### src/hw/rtl/oaht_pkg.sv
`timescale 1ns / 1ps

package oaht_pkg;

  // Configuration port
  localparam int CFG_IDX_W = 1;
  localparam int CFG_W     = 11;

  typedef logic [CFG_IDX_W-1:0] reg_idx_t;
  localparam reg_idx_t REG_PROBE_METHOD = 1'd0;
  localparam reg_idx_t REG_TABLE_SIZE   = 1'd1;

  localparam logic [CFG_W-1:0] SIZE_RESET = 11'd1024;

  // Operation codes carried by each input item
  typedef logic [1:0] mode_t;
  localparam mode_t MODE_INSERT = 2'd0;
  localparam mode_t MODE_SEARCH = 2'd1;
  localparam mode_t MODE_DELETE = 2'd2;

  // Result status codes
  typedef logic [1:0] status_t;
  localparam status_t ST_OK   = 2'd0;
  localparam status_t ST_MISS = 2'd1;
  localparam status_t ST_FULL = 2'd2;

  // Slot marks
  typedef logic [1:0] mark_t;
  localparam mark_t MARK_EMPTY = 2'd0;
  localparam mark_t MARK_USED  = 2'd1;
  localparam mark_t MARK_DEAD  = 2'd2;

  typedef enum logic [2:0] {
    S_CLEAR,
    S_IDLE,
    S_CHECK,
    S_DIV,
    S_READ,
    S_EVAL,
    S_FIN
  } state_t;

  // Commands from the controller to the datapath
  typedef struct packed {
    logic    clr_step;
    logic    load;
    logic    div_step;
    logic    probe_init;
    logic    advance;
    logic    write_slot;
    logic    set_res;
    status_t res;
    logic    out_load;
  } cmd_t;

  // Status from the datapath to the controller
  typedef struct packed {
    logic clr_last;
    logic mode_ins;
    logic mode_find;
    logic mode_del;
    logic mode_bad;
    logic load_full;
    logic div_done;
    logic mark_used;
    logic mark_empty;
    logic key_match;
    logic last_probe;
    logic out_free;
  } sts_t;

endpackage

### src/hw/rtl/oaht_ctrl.sv
`timescale 1ns / 1ps

module oaht_ctrl
  import oaht_pkg::*;
(
  input  logic   clk,
  input  logic   rst,
  input  logic   in_valid,
  output logic   in_ready,
  input  sts_t   sts,
  output cmd_t   cmd,
  output state_t state
);

  state_t state_next;

  // State register; reset starts the clearing pass.
  always_ff @(posedge clk) begin
    if (rst) begin
      state <= S_CLEAR;
    end else begin
      state <= state_next;
    end
  end

  // Next state and commands.
  always_comb begin
    state_next = state;
    cmd        = '0;
    cmd.res    = ST_MISS;
    in_ready   = 1'b0;
    case (state)
      S_CLEAR: begin
        cmd.clr_step = 1'b1;
        if (sts.clr_last) begin
          state_next = S_IDLE;
        end
      end
      S_IDLE: begin
        in_ready = 1'b1;
        if (in_valid) begin
          cmd.load   = 1'b1;
          state_next = S_CHECK;
        end
      end
      S_CHECK: begin
        if (sts.mode_bad) begin
          cmd.set_res = 1'b1;
          cmd.res     = ST_MISS;
          state_next  = S_FIN;
        end else if (sts.mode_ins && sts.load_full) begin
          cmd.set_res = 1'b1;
          cmd.res     = ST_FULL;
          state_next  = S_FIN;
        end else begin
          state_next = S_DIV;
        end
      end
      S_DIV: begin
        if (sts.div_done) begin
          cmd.probe_init = 1'b1;
          state_next     = S_READ;
        end else begin
          cmd.div_step = 1'b1;
        end
      end
      S_READ: begin
        state_next = S_EVAL;
      end
      S_EVAL: begin
        if (sts.mode_ins) begin
          if (!sts.mark_used) begin
            cmd.write_slot = 1'b1;
            cmd.set_res    = 1'b1;
            cmd.res        = ST_OK;
            state_next     = S_FIN;
          end else if (sts.last_probe) begin
            cmd.set_res = 1'b1;
            cmd.res     = ST_FULL;
            state_next  = S_FIN;
          end else begin
            cmd.advance = 1'b1;
            state_next  = S_READ;
          end
        end else begin
          if (sts.mark_used && sts.key_match) begin
            cmd.write_slot = sts.mode_del;
            cmd.set_res    = 1'b1;
            cmd.res        = ST_OK;
            state_next     = S_FIN;
          end else if (sts.mark_empty || sts.last_probe) begin
            cmd.set_res = 1'b1;
            cmd.res     = ST_MISS;
            state_next  = S_FIN;
          end else begin
            cmd.advance = 1'b1;
            state_next  = S_READ;
          end
        end
      end
      S_FIN: begin
        if (sts.out_free) begin
          cmd.out_load = 1'b1;
          state_next   = S_IDLE;
        end
      end
      default: begin
        state_next = S_IDLE;
      end
    endcase
  end

endmodule

### config.mk
export PLATFORM = sky130hd
export DESIGN_NAME = oaht_ctrl
export DESIGN_NICKNAME = d
export VERILOG_FILES = /design/src/hw/rtl/oaht_pkg.sv /design/src/hw/rtl/oaht_ctrl.sv
export SDC_FILE = /design/constraint.sdc
export NUM_CORES = 1
export LEC_CHECK = 0
export BUFFER_PORTS_ARGS = -buffer_cell sky130_fd_sc_hd__buf_2
export CAP_MARGIN = 20
export CORE_AREA = 2 2 39 41
export CTS_BUF_LIST = sky130_fd_sc_hd__clkbuf_4
export DETAILED_ROUTE_END_ITERATION = 12
export DIE_AREA = 0 0 41 43
export PLACE_DENSITY = 0.61
export SLEW_MARGIN = 0
export SYNTH_ARGS = -nofsm -noshare
export SYNTH_HDL_FRONTEND = slang
export SYNTH_SLANG_ARGS = --single-unit
export TNS_END_PERCENT = 5
### constraint.sdc
create_clock -name clk -period 1.73 [get_ports clk]
set_input_delay 0.346 -clock clk [delete_from_list [all_inputs] [get_ports clk]]
set_output_delay 0.346 -clock clk [all_outputs]
set_load 0.1 [all_outputs]
**After elaboration in Yosys (flattened, before gate mapping)**

Index checks and enable logic that the tools add are counted.

- Eq/ne operators: 10
- Mux-type cells: 36
- Reductions and logical operators: 5

Operator list:

| cell | number |
|---|---|
| 3-bit two-way mux | 14 |
| 3-bit one-hot mux with 7 select lines | 1 |
| 1-bit two-way mux | 14 |
| 2-bit two-way mux | 5 |
| 3-bit == test (second input constant) | 3 |
| 2-bit inequality test (second input constant) | 4 |
| 3-bit by 2-bit == test with 1-bit output (second input constant) | 2 |
| 3-bit one-hot mux with 2 select lines | 1 |
| 5-bit two-way mux | 1 |
| 4-bit AND reduction | 1 |
| 3-bit by 1-bit == test with 1-bit output (second input constant) | 1 |
| 3-bit logical NOT | 1 |
| 1-bit logical AND | 2 |
| 1-bit logical OR | 1 |

- Flip-flop bits (word level): 3
- Bits of input ports: 15
- Output and inout port bits: 14
- Word-level logic and storage cells: 52

**Longest topological paths before layout**

- Depth after elaboration: 5
- Mapped depth: 6
- Gate-level depth less buffers: 5

**Worst setup path before layout**

OpenSTA, ideal clock, no wires.

- Path kind: register to output
- Start: register state[1]
- End: output port cmd[3] (netlist name)
- Arrival time: 3.592 ns
- Required time: 1.384 ns
- Path slack: -2.208 ns
- Cell stages (with the launch flop): 3
- Buffers on the path: 0
- Cells stage by stage: dfxtp_1 > nand2b_1 > o32ai_1

RTL lines:

| item | RTL line | RTL |
|---|---|---|
| start: declaration | oaht_ctrl.sv:12 | `output state_t state` |
| start signal: assignment | oaht_ctrl.sv:22 | `state <= state_next;` |
| end: declaration | oaht_ctrl.sv:11 | `output cmd_t cmd,` |

==> impl_metrics.py <==
metrics = {
    "synthesis": {
        "synth-edff-count": 0,
        "yosysMostFrequentCell": "a21oi_1",
        "yosysWarnings": 0,
        "yosysTopAreaCell": "dfxtp_1",
        "synth.distinct_cells": 27,
        "synth.avg_cell_area_um2": 7.054,
        "synth_top_area_share_pct": 14.68,
        "ys_seq_area_share_pct": 14.68,
        "synth-compound-area-share_pct": 29.97,
        "synth-adder-area-share_pct": 3.058,
        "ys_top_cells_by_area": "dfxtp_1 15%, a21oi_1 12%, buf_6 8.3%",
        "synth_fp_nets": 74,
        "async_reset_ff_share_pct": 0,
        "ys.flop_type": "dfxtp_1",
        "synth_top_family_by_area": "simple AND/OR/NAND/NOR gates",
        "yosys.area_share.simple_pct": 39.45,
        "ys_ff_latch": 3,
        "synth_xor_area_share_pct": 0,
        "synth.area.mux_share_pct": 0,
        "syn_inst": 58,
        "syn_area_um2": 409.1,
        "synthTopCellsByCount": "10 x a21oi_1, 5 x inv_1, 4 x nor2_1, 4 x nor3_1",
    },
    "worst_setup_path": {
        "max_stage_delay_ns": 0.34,
        "r2r_cells": 7,
        "critPathLaunchType": "flip-flop",
        "cp_slowest_cell": "dfxtp_4",
        "crit_type": "reg -> out",
        "cp_max_fo": 7,
        "cp_cell_sequence": "buf_8, buf_4, nor2_2, and3_4, buf_12",
        "cp_data_required_time_ns": 1.38,
        "endpoint_kind": "output port",
        "timing.reg2reg.setup_slack_ns": 0.08,
        "reg2reg_from": "state[2]",
        "r2r_end": "state[0]",
        "arrival_ns": 1.38,
    },
    "run_status": {
        "status": "finished, violations left",
        "violations": "setup timing",
    },
    "route": {
        "drc": 0,
        "postRouteAntennaNets": 0,
        "drt_first_pass_iters": 4,
        "routedWlPerCell_um": 12.26,
        "via_count": 604,
        "wirelength_um": 1398,
        "vias_per_cell": 5.298,
        "drtIter0Drc": 6,
    },
    "die": {
        "die_h_um": 43,
        "core-area_um2": 1384,
        "dieArea_um2": 1763,
        "initial_core_util_pct": 29.57,
        "rows": 14,
        "boundaryPins": 29,
        "die-width_um": 41,
    },
    "layout": {
        "final_nets": 115,
        "antennaDiodeCount": 0,
        "areaGrowthSynthToFinish_pct": 138.8,
        "top_regs": "state (3)",
        "top_register": "state",
        "drive_above_1_share_pct": 65.31,
        "largest_reg_flops": 3,
        "fin_area_um2": 977.2,
    },
    "placement": {
        "dp_slack_ns": 0.09791,
        "io_buffers": 27,
        "detailed_place_hpwl_um": 1072,
        "dpl_cell_area_um2": 874.6,
        "globalplace.congestion": 0.7427,
    },
    "clock_network": {
        "numCtsBuffers": 3,
        "cts_tree": "built",
        "path_clk_slew_ns": 0.04,
        "clock_sinks": 3,
        "ctsHoldBuffers": 0,
        "clock_path_buffers": 2,
        "clkLatencyLatePin_ns": 0.24,
        "cts.htree.levels": 1,
        "cts_root_buf": "clkbuf_4",
    },
    "sta": {
        "worstMarginPinSlew_ns": 0.4836,
        "finalCriticalPeriod_ns": 1.731,
        "rsz0062_at_grt": "true",
        "setup_viol": 1,
        "layout_setup_ws_ns": -0.0006787,
        "maxSlewHeadroom_pct": 67.98,
        "max_freq_ghz": 0.5778,
        "fin_crit_sh_pct": 100.0,
        "clock_skew_ns": 0.004823,
        "hold_viol": 0,
        "drv_slew": 0,
    },
    "hold_path": {
        "hold_class": "in -> reg",
        "holdPathEnd": "state[1]",
        "hold_depth": 2,
        "hp-start": "rst",
    },
    "power_and_ir_drop": {
        "powerDensity_nw_per_um2": 500.2,
        "p_sw_share_pct": 45.55,
        "intPower_uw": 266.2,
        "combPwrFrac_pct": 52.5,
        "p_sw_uw": 222.6,
        "ir_drop_v": 0.0003327,
        "p_leak_uw": 0.0003934,
        "p_clk_share_pct": 30.7,
        "pwr-share-seq_pct": 16.8,
    },
    "global_route": {
        "antenna_found_initial": 0,
        "grt_use_total_pct": 18.76,
        "grt-ovfl-total": 0,
        "grt_pass1_vias": 568,
        "grt_pass1_wl_um": 2311,
        "grt_max_degree": 10,
    },
    "run": {
        "cap_violations": 0,
    },
}
[logic make-up (layout without fill, tap and decap cells)]
group / count (synthesis) / count (layout)
DFF: 3 / 3
and+or+nand+nor: 27 / 27
buffers and inverters: 8 / 48
AOI/OAI and AO/OA: 19 / 19
adders and majority gates: 1 / 1
[power groups by stage]
stage | Combinational, uW | Clock (uW) | Sequential (uW)
5_1_grt | 269 | 160 | 82.3
6_report | 257 | 150 | 82.0
3_5_place_dp | 244 | 0 | 81.6
3_3_place_gp | 241 | 0 | 81.5
2_1_floorplan | 142 | 0 | 106
4_1_cts | 250 | 141 | 81.5
[layout by cell type (no fill, tap or decap), types with 2 or more instances in the layout]
cell,Yosys,final
o221ai_1,2,2
dfxtp_4,0,3
buf_12,0,11
a21oi_1,10,9
clkbuf_4,0,4
nor2_4,0,2
buf_2,0,16
inv_1,5,4
or3_1,2,2
buf_6,3,2
nor3b_1,3,2
nor3_4,0,3
nand2b_1,3,2
and3_4,1,2
buf_4,0,9
[layer usage]
layer | share of wire, % | global-route usage [%]
met5 | 0 | 0
met4 | 1.4 | 8.667
met3 | 7.3 | 4.188
met2 | 55 | 33.44
met1 | 36 | 18.91
[per-stage QoR]
stage	total power, uW	TNS [ns]	instances	util (%)	hold WS, ns
global route	511.3	-0.2474	114	70.61	0.2929
detailed placement	325.9	0	106	63.20	0.5347
floorplan	247.6	-2.693	58	-	0.4054
finish	488.8	-0.0006787	114	70.61	0.2889
CTS	472.2	-0.01894	113	69.35	0.2955
global placement	322.7	0	106	63.20	0.5365
[worst max-delay path, delay by kind of cell (launching register included)]
kind / cells / cell delay [ns]
flops: 1 / 0.34
simple gates: 2 / 0.35
buf+inv: 3 / 0.44
[what timing repair did]
action                     CTS  global route
hold endpoints to repair     0             0
gates cloned                 0             0
resized for setup            7             3
buffers inserted             3             1
pin swaps                    6             4
setup endpoints to repair    5            10
[worst max-delay path by stage]
stage	endpoint	start	slack [ns]	cells past startpoint
floorplan	cmd[4]	state[0]	-0.34	3
global placement	cmd[3]	sts[4]	0.11	6
detailed placement	cmd[3]	sts[4]	0.1	6
CTS	cmd[1]	state[1]	-0.02	4
global route	cmd[1]	state[2]	-0.05	5
finish	cmd[8]	state[2]	-0.0007	5
[layout make-up]
class                           instances  area (um^2)
Inverter                                5        22.52
Timing Repair Buffer                   39        405.4
Sequential cell                         3        71.32
Multi-Input combinational cell         47        427.9
Clock buffer                            4        30.03
Fill cell                              94        406.6
Tap cell                               16        20.02
Power figures use the tool's default switching activity.
